<file path="src/hw/rtl/rsl_pkg.sv">
// Shared types and constants for the run-slice line rasterizer.
package rsl_pkg;

   localparam int COORD_BITS = 6;
   localparam int FIELD_BITS = 6;
   localparam int COLOR_BITS = 16;
   localparam int SPAN_BITS  = 6;
   localparam int RUN_BITS   = 7;
   localparam int FRAC_BITS  = 7;
   localparam int ACC_BITS   = 8;
   localparam int COUNT_BITS = 7;
   localparam int PROD_BITS  = 13;
   localparam int STEP_BITS  = 3;

   localparam logic [ACC_BITS-1:0]  ACC_LIMIT  = 8'd100;
   localparam logic [PROD_BITS-1:0] PERCENT    = 13'd100;
   localparam logic [STEP_BITS-1:0] QUO_FIRST  = 3'(SPAN_BITS - 1);
   localparam logic [STEP_BITS-1:0] FRAC_FIRST = 3'(FRAC_BITS - 1);

   typedef struct packed {
      logic down;
      logic y_minor;
   } mode_type;

   typedef struct packed {
      mode_type                mode;
      logic [COUNT_BITS-1:0]   count;
      logic [SPAN_BITS-1:0]    quotient;
      logic [FRAC_BITS-1:0]    fraction;
      logic [FIELD_BITS-1:0]   thickness;
      logic [COLOR_BITS-1:0]   color;
   } job_ctl_type;

   typedef struct packed {
      logic full;
      logic empty;
   } queue_status_type;

   typedef struct packed {
      logic busy;
   } back_status_type;

   typedef enum logic [4:0] {
      F_IDLE  = 5'b00001,
      F_QUO   = 5'b00010,
      F_SCALE = 5'b00100,
      F_FRAC  = 5'b01000,
      F_PUSH  = 5'b10000
   } front_state_type;

endpackage

</file>
<file path="src/hw/rtl/rsl_req_if.sv">
// Request channel of the line rasterizer: endpoints, thickness and color.
interface rsl_req_if import rsl_pkg::*; ();
   logic                  valid;
   logic                  ready;
   logic [FIELD_BITS-1:0] x_start;
   logic [FIELD_BITS-1:0] y_start;
   logic [FIELD_BITS-1:0] x_end;
   logic [FIELD_BITS-1:0] y_end;
   logic [FIELD_BITS-1:0] thickness;
   logic [COLOR_BITS-1:0] color;

   modport source (output valid, x_start, y_start, x_end, y_end, thickness, color,
                   input ready);
   modport sink (input valid, x_start, y_start, x_end, y_end, thickness, color,
                 output ready);
endinterface

</file>
<file path="src/hw/rtl/rsl_rsp_if.sv">
// Result channel of the line rasterizer: one rectangle per transfer.
interface rsl_rsp_if import rsl_pkg::*; ();
   logic                  valid;
   logic                  ready;
   logic [FIELD_BITS-1:0] rect_x;
   logic [FIELD_BITS-1:0] rect_y;
   logic [FIELD_BITS-1:0] rect_w;
   logic [FIELD_BITS-1:0] rect_h;
   logic [COLOR_BITS-1:0] rect_color;
   logic                  last_rect;

   modport source (output valid, rect_x, rect_y, rect_w, rect_h, rect_color, last_rect,
                   input ready);
   modport sink (input valid, rect_x, rect_y, rect_w, rect_h, rect_color, last_rect,
                 output ready);
endinterface

</file>
<file path="src/hw/rtl/rsl_front.sv">
// Front end: accepts a line request, orders the endpoints and runs the serial divider.
module rsl_front import rsl_pkg::*; (
   input  logic                  clock,
   input  logic                  reset,
   rsl_req_if.sink               req,
   output job_ctl_type           job_ctl,
   output logic [COORD_BITS-1:0] job_major_start,
   output logic [COORD_BITS-1:0] job_minor_low,
   output logic                  push_valid,
   input  logic                  push_ready
);

   localparam int WIDE_BITS = (COORD_BITS > FIELD_BITS) ? COORD_BITS : FIELD_BITS;

   front_state_type         state_ff, state_in;
   job_ctl_type             ctl_ff, ctl_in;
   logic [COORD_BITS-1:0]   maj_ff, maj_in;
   logic [COORD_BITS-1:0]   lo_ff, lo_in;
   logic [SPAN_BITS-1:0]    minor_ff, minor_in;
   logic [SPAN_BITS-1:0]    rem_ff, rem_in;
   logic [PROD_BITS-1:0]    dvd_ff, dvd_in;
   logic [FRAC_BITS-1:0]    qsh_ff, qsh_in;
   logic [STEP_BITS-1:0]    step_ff, step_in;

   logic [WIDE_BITS-1:0]    xs_w, ys_w, xe_w, ye_w, dx_w, dy_w, cnt_w;
   logic [COORD_BITS-1:0]   xs, ys, xe, ye, dx, dy, m_lo, m_hi, maj_start, maj_end;
   logic [SPAN_BITS-1:0]    xlen, ylen, major, minor;
   logic                    y_minor, x_swap, y_swap;
   logic [COUNT_BITS-1:0]   count;

   logic [SPAN_BITS:0]      trial, trial_sub;
   logic                    ge;
   logic [SPAN_BITS-1:0]    rem_step;
   logic [FRAC_BITS-1:0]    qsh_step;
   logic [PROD_BITS-1:0]    prod;

   assign xs_w = WIDE_BITS'(req.x_start);
   assign ys_w = WIDE_BITS'(req.y_start);
   assign xe_w = WIDE_BITS'(req.x_end);
   assign ye_w = WIDE_BITS'(req.y_end);
   assign xs   = xs_w[COORD_BITS-1:0];
   assign ys   = ys_w[COORD_BITS-1:0];
   assign xe   = xe_w[COORD_BITS-1:0];
   assign ye   = ye_w[COORD_BITS-1:0];

   assign x_swap = xs > xe;
   assign y_swap = ys > ye;
   assign dx     = x_swap ? xs - xe : xe - xs;
   assign dy     = y_swap ? ys - ye : ye - ys;
   assign dx_w   = WIDE_BITS'(dx);
   assign dy_w   = WIDE_BITS'(dy);
   assign xlen   = (dx_w[SPAN_BITS-1:0] == '0) ? SPAN_BITS'(1) : dx_w[SPAN_BITS-1:0];
   assign ylen   = (dy_w[SPAN_BITS-1:0] == '0) ? SPAN_BITS'(1) : dy_w[SPAN_BITS-1:0];
   assign y_minor = !(xlen <= ylen);

   always_comb begin
      if (!y_minor) begin
         m_lo      = x_swap ? xe : xs;
         m_hi      = x_swap ? xs : xe;
         maj_start = x_swap ? ye : ys;
         maj_end   = x_swap ? ys : ye;
         major     = ylen;
         minor     = xlen;
      end else begin
         m_lo      = y_swap ? ye : ys;
         m_hi      = y_swap ? ys : ye;
         maj_start = y_swap ? xe : xs;
         maj_end   = y_swap ? xs : xe;
         major     = xlen;
         minor     = ylen;
      end
   end

   assign cnt_w = WIDE_BITS'(m_hi - m_lo);
   assign count = {1'b0, cnt_w[SPAN_BITS-1:0]} + COUNT_BITS'(1);

   // One restoring division step shared by the quotient and fraction phases.
   assign trial     = {rem_ff, dvd_ff[PROD_BITS-1]};
   assign trial_sub = trial - {1'b0, minor_ff};
   assign ge        = trial >= {1'b0, minor_ff};
   assign rem_step  = ge ? trial_sub[SPAN_BITS-1:0] : trial[SPAN_BITS-1:0];
   assign qsh_step  = {qsh_ff[FRAC_BITS-2:0], ge};
   assign prod      = PROD_BITS'(rem_ff) * PERCENT;

   always_comb begin
      state_in = state_ff;
      ctl_in   = ctl_ff;
      maj_in   = maj_ff;
      lo_in    = lo_ff;
      minor_in = minor_ff;
      rem_in   = rem_ff;
      dvd_in   = dvd_ff;
      qsh_in   = qsh_ff;
      step_in  = step_ff;
      case (state_ff)
         F_IDLE: begin
            if (req.valid) begin
               ctl_in.mode.y_minor = y_minor;
               ctl_in.mode.down    = maj_end < maj_start;
               ctl_in.count        = count;
               ctl_in.thickness    = req.thickness;
               ctl_in.color        = req.color;
               maj_in   = maj_start;
               lo_in    = m_lo;
               minor_in = minor;
               rem_in   = '0;
               dvd_in   = {major, FRAC_BITS'(0)};
               qsh_in   = '0;
               step_in  = QUO_FIRST;
               state_in = F_QUO;
            end
         end
         F_QUO: begin
            rem_in  = rem_step;
            dvd_in  = {dvd_ff[PROD_BITS-2:0], 1'b0};
            qsh_in  = qsh_step;
            step_in = step_ff - STEP_BITS'(1);
            if (step_ff == '0) begin
               state_in = F_SCALE;
            end
         end
         F_SCALE: begin
            ctl_in.quotient = qsh_ff[SPAN_BITS-1:0];
            rem_in   = prod[PROD_BITS-1:FRAC_BITS];
            dvd_in   = {prod[FRAC_BITS-1:0], SPAN_BITS'(0)};
            qsh_in   = '0;
            step_in  = FRAC_FIRST;
            state_in = F_FRAC;
         end
         F_FRAC: begin
            rem_in          = rem_step;
            dvd_in          = {dvd_ff[PROD_BITS-2:0], 1'b0};
            qsh_in          = qsh_step;
            ctl_in.fraction = qsh_step;
            step_in         = step_ff - STEP_BITS'(1);
            if (step_ff == '0) begin
               state_in = F_PUSH;
            end
         end
         F_PUSH: begin
            if (push_ready) begin
               state_in = F_IDLE;
            end
         end
         default: begin
            state_in = F_IDLE;
         end
      endcase
   end

   always_ff @(posedge clock) begin
      if (reset) begin
         state_ff <= F_IDLE;
      end else begin
         state_ff <= state_in;
      end
   end

   always_ff @(posedge clock) begin
      ctl_ff   <= ctl_in;
      maj_ff   <= maj_in;
      lo_ff    <= lo_in;
      minor_ff <= minor_in;
      rem_ff   <= rem_in;
      dvd_ff   <= dvd_in;
      qsh_ff   <= qsh_in;
      step_ff  <= step_in;
   end

   assign req.ready       = state_ff == F_IDLE;
   assign push_valid      = state_ff == F_PUSH;
   assign job_ctl         = ctl_ff;
   assign job_major_start = maj_ff;
   assign job_minor_low   = lo_ff;

endmodule

</file>
<file path="src/hw/rtl/rsl_queue.sv">
// Small FIFO that holds prepared line jobs between the front and back ends.
module rsl_queue import rsl_pkg::*; #(
   parameter int WIDTH = 8,
   parameter int DEPTH = 2
) (
   input  logic             clock,
   input  logic             reset,
   input  logic             push_valid,
   input  logic [WIDTH-1:0] push_data,
   output logic             push_ready,
   output logic             pop_valid,
   output logic [WIDTH-1:0] pop_data,
   input  logic             pop_ready,
   output queue_status_type status
);

   localparam int PTR_BITS = $clog2(DEPTH);

   logic [WIDTH-1:0]    entry_ff [DEPTH];
   logic [PTR_BITS-1:0] wr_ptr_ff, wr_ptr_in;
   logic [PTR_BITS-1:0] rd_ptr_ff, rd_ptr_in;
   logic [PTR_BITS:0]   fill_ff, fill_in;
   logic                do_push, do_pop;

   assign push_ready = fill_ff != (PTR_BITS + 1)'(DEPTH);
   assign pop_valid  = fill_ff != '0;
   assign do_push    = push_valid && push_ready;
   assign do_pop     = pop_valid && pop_ready;
   assign pop_data   = entry_ff[rd_ptr_ff];

   always_comb begin
      wr_ptr_in = do_push ? wr_ptr_ff + PTR_BITS'(1) : wr_ptr_ff;
      rd_ptr_in = do_pop ? rd_ptr_ff + PTR_BITS'(1) : rd_ptr_ff;
      fill_in   = fill_ff;
      if (do_push && !do_pop) begin
         fill_in = fill_ff + (PTR_BITS + 1)'(1);
      end else if (do_pop && !do_push) begin
         fill_in = fill_ff - (PTR_BITS + 1)'(1);
      end
   end

   always_ff @(posedge clock) begin
      if (reset) begin
         wr_ptr_ff <= '0;
         rd_ptr_ff <= '0;
         fill_ff   <= '0;
      end else begin
         wr_ptr_ff <= wr_ptr_in;
         rd_ptr_ff <= rd_ptr_in;
         fill_ff   <= fill_in;
      end
   end

   always_ff @(posedge clock) begin
      if (do_push) begin
         entry_ff[wr_ptr_ff] <= push_data;
      end
   end

   assign status.full  = !push_ready;
   assign status.empty = !pop_valid;

endmodule

</file>
<file path="src/hw/rtl/rsl_back.sv">
// Back end: steps along the minor axis and emits one rectangle per step.
module rsl_back import rsl_pkg::*; (
   input  logic                  clock,
   input  logic                  reset,
   input  job_ctl_type           job_ctl,
   input  logic [COORD_BITS-1:0] job_major_start,
   input  logic [COORD_BITS-1:0] job_minor_low,
   input  logic                  pop_valid,
   output logic                  pop_ready,
   rsl_rsp_if.source             rsp,
   output back_status_type       status
);

   localparam int WORK_BITS = (COORD_BITS > RUN_BITS) ? COORD_BITS : RUN_BITS;
   localparam int OUT_BITS  = (COORD_BITS > FIELD_BITS) ? COORD_BITS : FIELD_BITS;

   logic                  busy_ff, busy_in;
   logic                  out_valid_ff, out_valid_in;
   job_ctl_type           job_ff, job_in;
   logic [COORD_BITS-1:0] pos_ff, pos_in;
   logic [COORD_BITS-1:0] idx_ff, idx_in;
   logic [ACC_BITS-1:0]   acc_ff, acc_in;
   logic [COUNT_BITS-1:0] k_ff, k_in;
   logic [FIELD_BITS-1:0] rect_x_ff, rect_x_in, rect_y_ff, rect_y_in;
   logic [FIELD_BITS-1:0] rect_w_ff, rect_w_in, rect_h_ff, rect_h_in;
   logic [COLOR_BITS-1:0] color_ff, color_in;
   logic                  last_ff, last_in;

   logic                  do_pop, advance, extra, is_last;
   logic [RUN_BITS-1:0]   run;
   logic [ACC_BITS-1:0]   acc_sub;
   logic [WORK_BITS-1:0]  pos_w, run_w, pos_next_w;
   logic [OUT_BITS-1:0]   pos_o, idx_o;
   logic [COUNT_BITS-1:0] k_next;

   assign pop_ready = !busy_ff;
   assign do_pop    = pop_valid && !busy_ff;
   assign advance   = busy_ff && (!out_valid_ff || rsp.ready);

   assign extra      = acc_ff > ACC_LIMIT;
   assign run        = RUN_BITS'(job_ff.quotient) + (extra ? RUN_BITS'(1) : RUN_BITS'(0));
   assign acc_sub    = extra ? acc_ff - ACC_LIMIT : acc_ff;
   assign pos_w      = WORK_BITS'(pos_ff);
   assign run_w      = WORK_BITS'(run);
   assign pos_next_w = job_ff.mode.down ? pos_w - run_w : pos_w + run_w;
   assign pos_o      = OUT_BITS'(pos_ff);
   assign idx_o      = OUT_BITS'(idx_ff);
   assign k_next     = k_ff + COUNT_BITS'(1);
   assign is_last    = k_next == job_ff.count;

   always_comb begin
      busy_in      = busy_ff;
      out_valid_in = out_valid_ff;
      job_in       = job_ff;
      pos_in       = pos_ff;
      idx_in       = idx_ff;
      acc_in       = acc_ff;
      k_in         = k_ff;
      rect_x_in    = rect_x_ff;
      rect_y_in    = rect_y_ff;
      rect_w_in    = rect_w_ff;
      rect_h_in    = rect_h_ff;
      color_in     = color_ff;
      last_in      = last_ff;
      if (do_pop) begin
         busy_in = 1'b1;
         job_in  = job_ctl;
         pos_in  = job_major_start;
         idx_in  = job_minor_low;
         acc_in  = '0;
         k_in    = '0;
      end
      if (advance) begin
         out_valid_in = 1'b1;
         if (!job_ff.mode.y_minor) begin
            rect_x_in = idx_o[FIELD_BITS-1:0];
            rect_y_in = pos_o[FIELD_BITS-1:0];
            rect_w_in = job_ff.thickness;
            rect_h_in = run[FIELD_BITS-1:0];
         end else begin
            rect_x_in = pos_o[FIELD_BITS-1:0];
            rect_y_in = idx_o[FIELD_BITS-1:0];
            rect_w_in = run[FIELD_BITS-1:0];
            rect_h_in = job_ff.thickness;
         end
         color_in = job_ff.color;
         last_in  = is_last;
         pos_in   = pos_next_w[COORD_BITS-1:0];
         acc_in   = acc_sub + ACC_BITS'(job_ff.fraction);
         k_in     = k_next;
         if (is_last) begin
            busy_in = 1'b0;
         end else begin
            idx_in = idx_ff + COORD_BITS'(1);
         end
      end else if (rsp.ready) begin
         out_valid_in = 1'b0;
      end
   end

   always_ff @(posedge clock) begin
      if (reset) begin
         busy_ff      <= 1'b0;
         out_valid_ff <= 1'b0;
      end else begin
         busy_ff      <= busy_in;
         out_valid_ff <= out_valid_in;
      end
   end

   always_ff @(posedge clock) begin
      job_ff    <= job_in;
      pos_ff    <= pos_in;
      idx_ff    <= idx_in;
      acc_ff    <= acc_in;
      k_ff      <= k_in;
      rect_x_ff <= rect_x_in;
      rect_y_ff <= rect_y_in;
      rect_w_ff <= rect_w_in;
      rect_h_ff <= rect_h_in;
      color_ff  <= color_in;
      last_ff   <= last_in;
   end

   assign rsp.valid      = out_valid_ff;
   assign rsp.rect_x     = rect_x_ff;
   assign rsp.rect_y     = rect_y_ff;
   assign rsp.rect_w     = rect_w_ff;
   assign rsp.rect_h     = rect_h_ff;
   assign rsp.rect_color = color_ff;
   assign rsp.last_rect  = last_ff;
   assign status.busy    = busy_ff;

endmodule

</file>
<file path="src/hw/rtl/run_slice_line_rasterizer.sv">
// Top level of the run-slice line rasterizer: front end, job queue and back end.
//
//   Channel   Direction  Handshake      Contents
//   req_bus   in         valid/ready    x_start, y_start, x_end, y_end, thickness, color
//   rsp_bus   out        valid/ready    rect_x, rect_y, rect_w, rect_h, rect_color, last_rect
//
// The front end takes a new request only once it has handed the last job to the queue. Its
// steps are the accept, six quotient steps and seven fraction steps of its serial divider,
// one scaling step and the handoff to the queue. The back end emits one rectangle per cycle
// while the receiver keeps accepting them.
// Reset is synchronous and clears the state machines, the queue fill and the valid flag.
// A stalled response holds the back end; the two-entry queue lets the front keep working.
module run_slice_line_rasterizer import rsl_pkg::*; (
   input  logic      clock,
   input  logic      reset,
   rsl_req_if.sink   req_bus,
   rsl_rsp_if.source rsp_bus
);

   localparam int JOB_BITS    = $bits(job_ctl_type) + 2 * COORD_BITS;
   localparam int QUEUE_DEPTH = 2;

   job_ctl_type           front_ctl, back_ctl;
   logic [COORD_BITS-1:0] front_major, front_low, back_major, back_low;
   logic                  push_valid, push_ready, pop_valid, pop_ready;
   logic [JOB_BITS-1:0]   push_data, pop_data;
   queue_status_type      queue_status;
   back_status_type       back_status;

   rsl_front u_front (
      .clock           (clock),
      .reset           (reset),
      .req             (req_bus),
      .job_ctl         (front_ctl),
      .job_major_start (front_major),
      .job_minor_low   (front_low),
      .push_valid      (push_valid),
      .push_ready      (push_ready)
   );

   assign push_data = {front_ctl, front_major, front_low};

   rsl_queue #(.WIDTH(JOB_BITS), .DEPTH(QUEUE_DEPTH)) u_queue (
      .clock      (clock),
      .reset      (reset),
      .push_valid (push_valid),
      .push_data  (push_data),
      .push_ready (push_ready),
      .pop_valid  (pop_valid),
      .pop_data   (pop_data),
      .pop_ready  (pop_ready),
      .status     (queue_status)
   );

   assign {back_ctl, back_major, back_low} = pop_data;

   rsl_back u_back (
      .clock           (clock),
      .reset           (reset),
      .job_ctl         (back_ctl),
      .job_major_start (back_major),
      .job_minor_low   (back_low),
      .pop_valid       (pop_valid),
      .pop_ready       (pop_ready),
      .rsp             (rsp_bus),
      .status          (back_status)
   );

   a_no_push_when_full: assert property (@(posedge clock) disable iff (reset)
      push_valid && queue_status.full |-> !push_ready)
      else $error("Job pushed into a full queue.");

   a_pop_only_when_idle: assert property (@(posedge clock) disable iff (reset)
      pop_valid && pop_ready |-> !back_status.busy && !queue_status.empty)
      else $error("Job popped while the back end was busy or the queue was empty.");

   a_line_continues: assert property (@(posedge clock) disable iff (reset)
      rsp_bus.valid && rsp_bus.ready && !rsp_bus.last_rect |-> back_status.busy)
      else $error("Back end went idle before the final rectangle of a line.");

   a_rsp_held: assert property (@(posedge clock) disable iff (reset)
      rsp_bus.valid && !rsp_bus.ready |=> rsp_bus.valid
         && $stable({rsp_bus.rect_x, rsp_bus.rect_y, rsp_bus.rect_w, rsp_bus.rect_h,
                     rsp_bus.rect_color, rsp_bus.last_rect}))
      else $error("Waiting rectangle changed before it was accepted.");

endmodule

</file>
<file path="src/flat_wrapper.sv">
// flat-port wrapper written by rule: the top's interface ports become plain ports
module run_slice_line_rasterizer_flat import rsl_pkg::*;
  (clock, reset, req_bus_valid, req_bus_x_start, req_bus_y_start, req_bus_x_end, req_bus_y_end, req_bus_thickness, req_bus_color, req_bus_ready, rsp_bus_valid, rsp_bus_rect_x, rsp_bus_rect_y, rsp_bus_rect_w, rsp_bus_rect_h, rsp_bus_rect_color, rsp_bus_last_rect, rsp_bus_ready);
  rsl_req_if req_bus_i ();
  rsl_rsp_if rsp_bus_i ();
  input  logic clock;
  input  logic reset;
  input wire logic [$bits(req_bus_i.valid)-1:0] req_bus_valid;
  input wire logic [$bits(req_bus_i.x_start)-1:0] req_bus_x_start;
  input wire logic [$bits(req_bus_i.y_start)-1:0] req_bus_y_start;
  input wire logic [$bits(req_bus_i.x_end)-1:0] req_bus_x_end;
  input wire logic [$bits(req_bus_i.y_end)-1:0] req_bus_y_end;
  input wire logic [$bits(req_bus_i.thickness)-1:0] req_bus_thickness;
  input wire logic [$bits(req_bus_i.color)-1:0] req_bus_color;
  output wire logic [$bits(req_bus_i.ready)-1:0] req_bus_ready;
  output wire logic [$bits(rsp_bus_i.valid)-1:0] rsp_bus_valid;
  output wire logic [$bits(rsp_bus_i.rect_x)-1:0] rsp_bus_rect_x;
  output wire logic [$bits(rsp_bus_i.rect_y)-1:0] rsp_bus_rect_y;
  output wire logic [$bits(rsp_bus_i.rect_w)-1:0] rsp_bus_rect_w;
  output wire logic [$bits(rsp_bus_i.rect_h)-1:0] rsp_bus_rect_h;
  output wire logic [$bits(rsp_bus_i.rect_color)-1:0] rsp_bus_rect_color;
  output wire logic [$bits(rsp_bus_i.last_rect)-1:0] rsp_bus_last_rect;
  input wire logic [$bits(rsp_bus_i.ready)-1:0] rsp_bus_ready;
  assign req_bus_i.valid = req_bus_valid;
  assign req_bus_i.x_start = req_bus_x_start;
  assign req_bus_i.y_start = req_bus_y_start;
  assign req_bus_i.x_end = req_bus_x_end;
  assign req_bus_i.y_end = req_bus_y_end;
  assign req_bus_i.thickness = req_bus_thickness;
  assign req_bus_i.color = req_bus_color;
  assign req_bus_ready = req_bus_i.ready;
  assign rsp_bus_valid = rsp_bus_i.valid;
  assign rsp_bus_rect_x = rsp_bus_i.rect_x;
  assign rsp_bus_rect_y = rsp_bus_i.rect_y;
  assign rsp_bus_rect_w = rsp_bus_i.rect_w;
  assign rsp_bus_rect_h = rsp_bus_i.rect_h;
  assign rsp_bus_rect_color = rsp_bus_i.rect_color;
  assign rsp_bus_last_rect = rsp_bus_i.last_rect;
  assign rsp_bus_i.ready = rsp_bus_ready;
  run_slice_line_rasterizer u_core (.clock(clock), .reset(reset), .req_bus(req_bus_i), .rsp_bus(rsp_bus_i));
endmodule
</file>
<file path="config.mk">
export PLATFORM = sky130hd
export DESIGN_NAME = run_slice_line_rasterizer_flat
export DESIGN_NICKNAME = d
export VERILOG_FILES = /design/src/hw/rtl/rsl_pkg.sv /design/src/hw/rtl/rsl_req_if.sv /design/src/hw/rtl/rsl_rsp_if.sv /design/src/hw/rtl/rsl_front.sv /design/src/hw/rtl/rsl_queue.sv /design/src/hw/rtl/rsl_back.sv /design/src/hw/rtl/run_slice_line_rasterizer.sv /design/src/flat_wrapper.sv
export SDC_FILE = /design/constraint.sdc
export NUM_CORES = 1
export LEC_CHECK = 0
export BUFFER_PORTS_ARGS = -buffer_cell sky130_fd_sc_hd__clkbuf_2
export CAP_MARGIN = 15
export CORE_MARGIN = 2
export CORE_UTILIZATION = 45
export CTS_BUF_LIST = sky130_fd_sc_hd__clkbuf_2 sky130_fd_sc_hd__clkbuf_4 sky130_fd_sc_hd__clkbuf_8
export DETAILED_ROUTE_END_ITERATION = 10
export SLEW_MARGIN = 20
export SYNTH_ARGS = -nofsm -noshare
export SYNTH_HDL_FRONTEND = slang
export SYNTH_SLANG_ARGS = --single-unit
</file>
<file path="constraint.sdc">
create_clock -name clock -period 6.21 [get_ports clock]
set_clock_uncertainty 0.15 [all_clocks]
set_input_delay 0.621 -clock clock [delete_from_list [all_inputs] [get_ports clock]]
set_output_delay 0.621 -clock clock [all_outputs]
set_load 0.02 [all_outputs]
</file>
==> impl_metrics.yaml, run 1 <==
status:
  status: "finished, final reports clean"
synthesis:
  yosys.cell_types.count: 77
  syn_nets: 1297
  syn_area_per_cell_um2: 13.5
  async_flop_share_pct: 0
  synth_edf_count: 301
  syn_inst: 1148
  seq_area_frac_synth_pct: 60.8
  yosys_warnings: 0
  synth_area_um2: 15500
  synth_top_flop_cell: "edfxtp_1"
  synth-seq-cells: 319
timing:
  rsz0062_at_grt: "no"
  finalHoldViolCount: 0
  fmax_ghz: 0.180
  slew_headroom_pct: 34.2
  finalCritPeriodShare_pct: 89.6
  report.final.slew_viol_count: 0
  fin_setup_tns_ns: 0
  min_period_ns: 5.57
  setup_viol_count_final: 0
  setup_slack_ns: 0.644
  tightest_slew_ns: 0.985
cts:
  clk_pin_slew_ns: 0.06
  cts_htree_levels: 2
  cts_sinks: 319
  ctsRootBufferMaster: "clkbuf_8"
  numCtsBuffers: 50
  cts_tree: "done"
  insertion_delay_ns: 0.57
  cts_hold_buf: 0
  clk_path_buf_depth: 3
  post_cts_buffers: 0
  cts_resized: 0
route:
  drtIter0Drc: 643
  first_pass_iters: 5
  vias: 9203
  ant_nets: 0
  drc_errors: 0
  wl_um: 30300
  wl_per_cell_um: 17.1
  via_per_inst: 5.21
worst_setup_path:
  critPathLaunchType: "input pin"
  crit_type: "input pin to flip-flop"
  r2r_setup_slack_ns: 1.84
  cp_max_fo: 36
  cp.arrival_ns: 5.73
  endpoint_kind: "flip-flop"
  crit_required_ns: 6.38
grt:
  track_usage_pct: 17.1
  grt_max_degree: 51
  antenna_found_initial: 1
  grt_pass1_vias: 9131
  grt-ovfl-total: 0
  grt_pass1_wl_um: 48200
flow_run:
  cap_viol_max_count: 0
floorplan:
  die_w_um: 189
  start_util_pct: 45.9
  die_h_um: 189
  core_area_um2: 33700
  die-area_um2: 35800
  row_count: 67
  io_pins: 93
layout:
  area_growth_pct: 13.4
  nets: 1431
  antenna_cells: 0
  fill_cells: 2939
  drive_gt1_share_pct: 20.8
  postLayoutCellArea_um2: 17500
pwr:
  combinationalPowerShare_pct: 39.3
  p_total_mw: 8.42
  p_int_mw: 5.47
  irDropWorstVdd_uv: 211
  seqPwrFrac_pct: 39.8
  p_leak_nw: 6.80
  clock_power_share_pct: 20.9
  swShare_pct: 35.1
  power_density_nw_per_um2: 480
  p_sw_mw: 2.95
place:
  place_ws_ns: 0.101
  dp_hpwl_um: 21000
  gp_congestion: 0.907
  io_buffers: 92
  place_area_um2: 16500
hold_path:
  holdCritPathClass: "input pin to flip-flop"
==> placed cells by master, fill, tap and decap left out, drive strengths merged, types with 11 or more instances in the layout <==
cell type	instances
edfxtp	301
clkbuf	156
ha	90
inv	85
nor2	79
nand2	64
a21oi	61
mux2	61
mux2i	39
o21ai	37
xor2	32
xnor2	28
buf	26
o211ai	20
a211oi	20
clkinv	20
nor2b	19
dfxtp	18
nand3	17
and2	17
a21o	11
==> flip-flops by register name, summed over array words and instances (netlist names), 6 cells and up, named ones only <==
register,cells
u_core.u_back.job_ff,44
u_core.u_front.qsh_ff,6
u_core.u_back.pos_ff,6
u_core.u_back.k_ff,7
u_core.u_back.rsp.rect_y,6
u_core.u_back.rsp.rect_w,6
u_core.u_front.dvd_ff,6
u_core.u_front.job_ctl,44
u_core.u_back.acc_ff,8
u_core.u_front.rem_ff,6
u_core.u_front.job_minor_low,6
u_core.u_back.rsp.rect_color,16
u_core.u_back.idx_ff,6
u_core.u_front.minor_ff,6
u_core.u_back.rsp.rect_h,6
u_core.u_back.rsp.rect_x,6
u_core.u_front.job_major_start,6
u_core.u_queue.entry_ff,112
==> synthesized netlist by cell type (all sizes together), types with 6 or more instances <==
cell    instances  area (µm²)
edfxtp        301        9040
ha             90        1130
inv            83         312
nor2           79         297
nand2          64         240
a21oi          61         320
mux2           61         687
mux2i          39         390
o21ai          37         185
xor2           32         280
xnor2          28         260
a211oi         20         155
clkbuf         20        75.1
o211ai         20         150
nor2b          19         121
dfxtp          18         360
and2           17         109
nand3          17        85.1
buf            16        98.8
a21o           11        82.6
fa              9         180
nor3            9        45.0
and3            8        50.1
nand2b          8        50.1
a31oi           6        37.5
o21a            6        45.0
==> power groups by stage <==
stage	Clock, mW	Sequential (mW)	Combinational, mW
global route	1.90	3.41	3.73
detailed placement	0	3.40	3.33
finish	1.76	3.35	3.31
floorplan	0	3.39	2.46
CTS	1.82	3.36	3.36
global placement	0	3.39	3.29
==> metal layers <==
metal | vias up | GRT usage [%] | share of wire [%]
met5 | - | 0 | 0.043
met4 | 2 | 4.83 | 1.9
met3 | 50 | 3.10 | 4.6
met2 | 216 | 28.3 | 47
met1 | 4420 | 23.2 | 47
li1 | 4515 | - | -
==> cells by family after synthesis <==
| kind of cell | count (synthesis) | synth area share (%) |
|---|---|---|
| XOR/XNOR | 65 | 4.25 |
| flip-flops | 319 | 60.8 |
| AND/OR/NAND/NOR | 240 | 7.37 |
| adder cells (fa/ha/maj) | 99 | 8.45 |
| AO/OA/AOI/OAI | 204 | 8.96 |
| multiplexers | 100 | 6.97 |
| buffers and inverters | 121 | 3.19 |
==> per-stage QoR <==
| stage | hold slack (ns) | cells | util, % |
|---|---|---|---|
| finish | 0.0688 | 1768 | 52.0 |
| global route | 0.0349 | 1768 | 52.0 |
| CTS | 0.0221 | 1768 | 52.0 |
| detailed placement | 0.255 | 1678 | 49.1 |
| global placement | 0.252 | 1678 | 49.1 |
| floorplan | 0.250 | 1148 | - |
==> cell type report <==
class                   count  area, µm²  share of cell area (%)
flip-flops and latches    319       9400                    53.6
clock inverters            26        200                    1.14
multi-input cells         708       5590                    31.9
inverters                  85        319                    1.82
clock buffers              64        793                    4.53
repair buffers            118        668                    3.81
well taps                 448        561                    3.20
==> critical path, stage by stage <==
cell and delay [ns]:
clkbuf_2 0.12, inv_1 0.12, ha_1 0.18, inv_1 0.05
fa_1 0.40, a211oi_2 0.22, nor2_1 0.11, o31ai_4 0.17
buf_4 0.21, mux2i_1 0.23, xor2_1 0.27, ha_1 0.29
and3_1 0.21, nor2b_1 0.16, o31ai_4 0.31, buf_12 0.24
o211ai_1 0.13, and2_1 0.17, ha_1 0.26, nor2b_1 0.12
o21ai_0 0.22, a21boi_1 0.13, o21ai_0 0.16, nand2b_1 0.08
xor3_1 0.40, xor2_1 0.16
==> path summary, 6_finish.rpt <==
kind / startpoint / cells past startpoint / endpoint
max: req_bus_x_start[0] / 26 / u_core.u_front.job_ctl[40]
min: req_bus_color[7] / 1 / u_core.u_front.job_ctl[7]
max reg2reg: u_core.u_back.acc_ff[3] / 19 / u_core.u_back.pos_ff[5]
min reg2reg: u_core.u_back.job_ff[14] / 0 / u_core.u_back.rsp.rect_color[14]
Power figures use the tool's default switching activity.
==> run 2, diff against run 1 <==
--- a/config.mk
+++ b/config.mk
@@ -11,7 +11,7 @@
 export CORE_UTILIZATION = 45
 export CTS_BUF_LIST = sky130_fd_sc_hd__clkbuf_2 sky130_fd_sc_hd__clkbuf_4 sky130_fd_sc_hd__clkbuf_8
 export DETAILED_ROUTE_END_ITERATION = 10
-export SLEW_MARGIN = 20
+export SLEW_MARGIN = 15
 export SYNTH_ARGS = -nofsm -noshare
 export SYNTH_HDL_FRONTEND = slang
 export SYNTH_SLANG_ARGS = --single-unit
==> constraint.sdc (replaced) <==
create_clock -name clock -period 6.21 [get_ports clock]
set_clock_uncertainty 0.15 [all_clocks]
set_input_delay 1.242 -clock clock [delete_from_list [all_inputs] [get_ports clock]]
set_output_delay 1.242 -clock clock [all_outputs]
set_load 0.02 [all_outputs]
==> run 2 against run 1 <==
  * Routed wire length is 1.0% lower
  * Flip-flop and latch count stayed put
  * Core utilization is 1.0 points higher
  * Via count is 0.50% higher
  * First-iteration DRC count is 22% lower
  * Clock power is 3% lower
  * Combinational power is 7.9% higher
  * Critical path depth is 1 higher
  * Critical path type unchanged
  * Critical endpoint unchanged
  * Highest routed layer is now met4
==> impl_metrics.yaml, run 2 (synthesized netlist as in run 1, its figures left out) <==
cts:
  clk_path_buf_depth: 3
  cts_tree: "done"
  insertion_delay_ns: 0.58
  cts_resized: 0
  post_cts_buffers: 0
  cts_htree_levels: 2
  cts_sinks: 319
  ctsRootBufferMaster: "clkbuf_8"
  cts_hold_buf: 0
  numCtsBuffers: 51
  clk_pin_slew_ns: 0.06
route:
  wl_um: 30000
  drc_errors: 0
  drtIter0Drc: 501
  first_pass_iters: 5
  wl_per_cell_um: 16.5
  ant_nets: 0
  via_per_inst: 5.10
  vias: 9249
timing:
  rsz0062_at_grt: "no"
  report.final.slew_viol_count: 0
  finalCritPeriodShare_pct: 92.9
  min_period_ns: 5.77
  tightest_slew_ns: 1.02
  setup_viol_count_final: 0
  slew_headroom_pct: 31.9
  finalHoldViolCount: 0
  fmax_ghz: 0.173
grt:
  grt_pass1_wl_um: 48900
  grt_max_degree: 61
  antenna_found_initial: 0
  grt-ovfl-total: 0
  grt_pass1_vias: 9388
  track_usage_pct: 17.2
floorplan:
  start_util_pct: 45.9
  die-area_um2: 35800
  die_h_um: 189
  row_count: 67
  core_area_um2: 33700
  die_w_um: 189
  io_pins: 93
place:
  gp_congestion: 0.870
  dp_hpwl_um: 20800
  io_buffers: 92
  place_area_um2: 16900
  placed_cells: 1717
worst_setup_path:
  worst_path_largest_cell_delay_ns: 0.36
  critPathLaunchType: "input pin"
  reg2regPathDepth: 19
  cp_max_fo: 8
  cp.arrival_ns: 5.92
  crit_type: "input pin to flip-flop"
  critPathTopFamily: "compound AO/OA/AOI/OAI gates"
  endpoint_kind: "flip-flop"
  crit_required_ns: 6.36
  cp_slowest_cell: "fa_2"
  critPathBufInv: 6
  worstSetupPathDepth: 27
pwr:
  irDropWorstVdd_uv: 246
  p_leak_nw: 6.98
  p_total_mw: 8.58
  power_density_nw_per_um2: 480
flow_run:
  cap_viol_max_count: 0
layout:
  area_growth_pct: 15.6
  drive_gt1_share_pct: 23.8
  antenna_cells: 0
  mostFrequentLayoutCell: "edfxtp_1"
  layout_common_cells: "edfxtp_1, clkbuf_2, ha_1"
  stdcell_count: 1813
  postLayoutCellArea_um2: 17900
  fill_cells: 2886
  largest_reg_flops: 112
  largest-register: "u_core.u_queue.entry_ff"
  nets: 1472
status:
  status: "finished, final reports clean"
hold_path:
  holdCritPathClass: "flip-flop to flip-flop"
  whs_path_depth: 0
-- run 2: cell count changes in the layout (fill, tap and decap cells not counted), sizes merged --
cell	before	now
buf	26	65
bufinv	3	1
clkbuf	156	157
clkinv	20	28
clkinvlp	3	2
-- run 2: per-layer routing --
layer	share of wire [%]	vias to the layer above	routed length, µm	global-route usage [%]
met4	1.7	0	522	4.38
met1	47	4395	14000	23.0
met2	48	194	14200	29.2
li1	-	4614	-	-
met5	0	-	0	0
met3	4.1	46	1230	2.69
-- run 2: cell type report --
cell class	instances	area, µm²	area share (%)
multi-input cells	708	5630	31.5
clock inverters	31	180	1.01
repair buffers	158	956	5.35
flip-flops and latches	319	9400	52.6
inverters	85	335	1.88
well taps	448	561	3.14
clock buffers	64	806	4.51
-- run 2: path summary, 6_finish.rpt --
kind	from	slack [ns]	end
min	u_core.u_back.job_ff[1]	0.27	u_core.u_back.rsp.rect_color[1]
max reg2reg	u_core.u_back.acc_ff[2]	1.87	u_core.u_back.pos_ff[5]
max	req_bus_x_start[0]	0.44	u_core.u_front.job_ctl[40]
min reg2reg	u_core.u_back.job_ff[1]	0.27	u_core.u_back.rsp.rect_color[1]
-- run 2: metrics by stage --
| step | setup slack (ns) | util, % | TNS (ns) | hold WS (ns) |
|---|---|---|---|---|
| after global placement | -0.0677 | 50.1 | -0.0677 | 0.252 |
| final | 0.441 | 53.0 | 0 | 0.269 |
| after floorplan | -0.204 | - | -0.246 | 0.250 |
| after global routing | 0.137 | 53.0 | 0 | 0.273 |
| after CTS | 0.441 | 53.0 | 0 | 0.264 |
| after detailed placement | -0.0947 | 50.1 | -0.0947 | 0.256 |
-- run 2: report_power, final --
group,switching (mW),internal (mW),total (mW)
Clock,0.803,0.901,1.70
Combinational,1.97,1.60,3.57
Sequential,0.231,3.08,3.31
Total,3.00,5.58,8.58
==> run 3, diff against run 2 <==
--- a/config.mk
+++ b/config.mk
@@ -9,7 +9,7 @@
 export CAP_MARGIN = 15
 export CORE_MARGIN = 2
 export CORE_UTILIZATION = 45
-export CTS_BUF_LIST = sky130_fd_sc_hd__clkbuf_2 sky130_fd_sc_hd__clkbuf_4 sky130_fd_sc_hd__clkbuf_8
+export CTS_BUF_LIST = sky130_fd_sc_hd__clkbuf_2
 export DETAILED_ROUTE_END_ITERATION = 10
 export SLEW_MARGIN = 15
 export SYNTH_ARGS = -nofsm -noshare
==> run 3 against run 2 <==
  * Core utilization is 0.79 points lower
  * Fmax is 4.3% higher
  * Largest power group unchanged
  * Via count is 1.7% higher
  * Worst setup slack better by 0.24 ns
  * Global-route usage is 0.13 points higher
  * Critical path type unchanged
  * Non-clock buffer count stayed put
  * Worst hold slack worse by 0.012 ns
  * Largest cell class unchanged
==> impl_metrics.yaml, run 3 (synthesized netlist as in run 1, its figures left out) <==
layout:
  area_growth_pct: 13.9
  largest_reg_flops: 112
  mostFrequentLayoutCell: "edfxtp_1"
  layout_common_cells: "edfxtp_1, clkbuf_2, ha_1"
  nets: 1500
  final_util_pct: 52.2
  largest-register: "u_core.u_queue.entry_ff"
  drive_gt1_share_pct: 26.5
floorplan:
  core_area_um2: 33700
  io_pins: 93
  die_h_um: 189
  start_util_pct: 45.9
  row_count: 67
  die-area_um2: 35800
  die_w_um: 189
worst_setup_path:
  critPathLaunchType: "input pin"
  cp_max_fo: 8
  setup.worst_path.start: "req_bus_x_start[0]"
  endpoint_kind: "flip-flop"
  r2r-end: "u_core.u_back.pos_ff[5]"
  r2r-start: "u_core.u_back.acc_ff[2]"
  reg2regPathDepth: 19
  crit_type: "input pin to flip-flop"
  crit_required_ns: 6.60
  cp.arrival_ns: 5.92
  r2r_setup_slack_ns: 1.92
timing:
  min_period_ns: 5.53
  tightest_slew_ns: 1.04
  finalHoldViolCount: 0
  setup_viol_count_final: 0
  slew_headroom_pct: 30.5
  rsz0062_at_grt: "no"
  finalCritPeriodShare_pct: 89.0
  fmax_ghz: 0.181
  report.final.slew_viol_count: 0
grt:
  grt_pass1_wl_um: 49100
  grtUsageMet3_pct: 2.98
  use_met2_pct: 29.0
  antenna_found_initial: 1
  grt-ovfl-total: 0
  grt_pass1_vias: 9609
  busiest_layer: "met2"
  grt_use_met1_pct: 22.8
  grt_max_degree: 61
  track_usage_pct: 17.3
cts:
  clk_pin_slew_ns: 0.10
  cts_htree_levels: 3
  numCtsBuffers: 79
  post_cts_buffers: 0
  cts_resized: 0
  clk_path_buf_depth: 3
  cts_sinks: 319
  insertion_delay_ns: 0.84
  ctsRootBufferMaster: "clkbuf_2"
  cts_hold_buf: 0
  cts_tree: "done"
pwr:
  irDropWorstVdd_uv: 245
  p_leak_nw: 7.02
  combinationalPowerShare_pct: 43.4
  seqPwrFrac_pct: 40.1
  clock_power_share_pct: 16.5
  swShare_pct: 36.5
  p_int_mw: 5.23
  p_total_mw: 8.23
  power_density_nw_per_um2: 468
  p_sw_mw: 3.00
route:
  wl_um: 30000
  via_per_inst: 5.07
  wl_per_cell_um: 16.2
  ant_nets: 0
  vias: 9410
  drc_errors: 0
  first_pass_iters: 5
  drtIter0Drc: 521
place:
  gp_congestion: 0.870
  dp_hpwl_um: 20800
  io_buffers: 92
status:
  status: "finished, final reports clean"
hold_path:
  min-delay-start: "u_core.u_back.job_ff[7]"
  whs_path_depth: 0
  holdCritPathClass: "flip-flop to flip-flop"
  min_to: "u_core.u_back.rsp.rect_color[7]"
flow_run:
  cap_viol_max_count: 0
[run 3: changes by cell type in the layout (fill, tap and decap cells not counted), moves of 2 or more]
cell	previous run	this run
clkbuf_2	92	208
clkbuf_8	52	0
clkbuf_4	13	1
clkinv_2	8	2
clkinv_1	19	14
inv_6	0	2
[run 3: through the flow]
step           instances  area, µm²  setup slack, ns  TNS, ns  hold WS (ns)
3_5_place_dp        1717      16900          -0.0947  -0.0947         0.256
3_3_place_gp        1717      16900          -0.0677  -0.0677         0.252
4_1_cts             1855      17600            0.729        0         0.231
2_1_floorplan       1148      15600           -0.204   -0.246         0.250
5_1_grt             1857      17600            0.433        0         0.251
6_report            1857      17600            0.681        0         0.257
[run 3: power by group through the flow]
stage                     Clock (mW)  Combinational [mW]  Sequential, mW
final                           1.35                3.57            3.30
after global routing            1.52                4.06            3.35
after CTS                       1.42                3.63            3.31
after detailed placement           0                3.60            3.36
after global placement             0                3.55            3.34
after floorplan                    0                2.51            3.39
[run 3: final cells by class]
type	count	area [µm²]
fillers	2944	16100
multi-input cells	708	5630
repair buffers	158	956
well taps	448	561
diodes	1	2.50
clock buffers	116	581
flip-flops and latches	319	9400
clock inverters	22	138
inverters	85	335
[run 3: routing by layer]
| metal | vias to the layer above | wire [µm] |
|---|---|---|
| li1 | 4704 | - |
| met1 | 4459 | 14000 |
| met2 | 197 | 14400 |
| met3 | 50 | 1140 |
| met4 | 0 | 569 |
| met5 | - | 0 |
[run 3: worst max-delay path by stage]
stage / end / slack [ns] / depth (start not counted)
after floorplan: u_core.u_front.job_ctl[40] / -0.20 / 26
after global placement: u_core.u_front.job_ctl[40] / -0.07 / 27
after detailed placement: u_core.u_front.job_ctl[40] / -0.09 / 27
after CTS: u_core.u_front.job_ctl[40] / 0.73 / 27
after global routing: u_core.u_front.job_ctl[40] / 0.43 / 27
final: u_core.u_front.job_ctl[40] / 0.68 / 27
[run 3: critical path, cell delays in order]
cell and delay (ns):
clkbuf_2 0.17, inv_16 0.08, ha_4 0.13, inv_2 0.04
fa_2 0.36, a211oi_2 0.25, nor2_1 0.10, o31ai_4 0.25
buf_4 0.16, mux2i_1 0.21, xor2_1 0.21, inv_1 0.07
ha_1 0.33, a21oi_2 0.20, nor2b_4 0.06, o31ai_4 0.30
buf_4 0.21, o211ai_1 0.12, and2_1 0.17, ha_1 0.26
nor2b_1 0.13, o21ai_1 0.15, a21boi_1 0.10, o21ai_0 0.15
nand2b_1 0.08, xor3_1 0.22, xor2_1 0.17
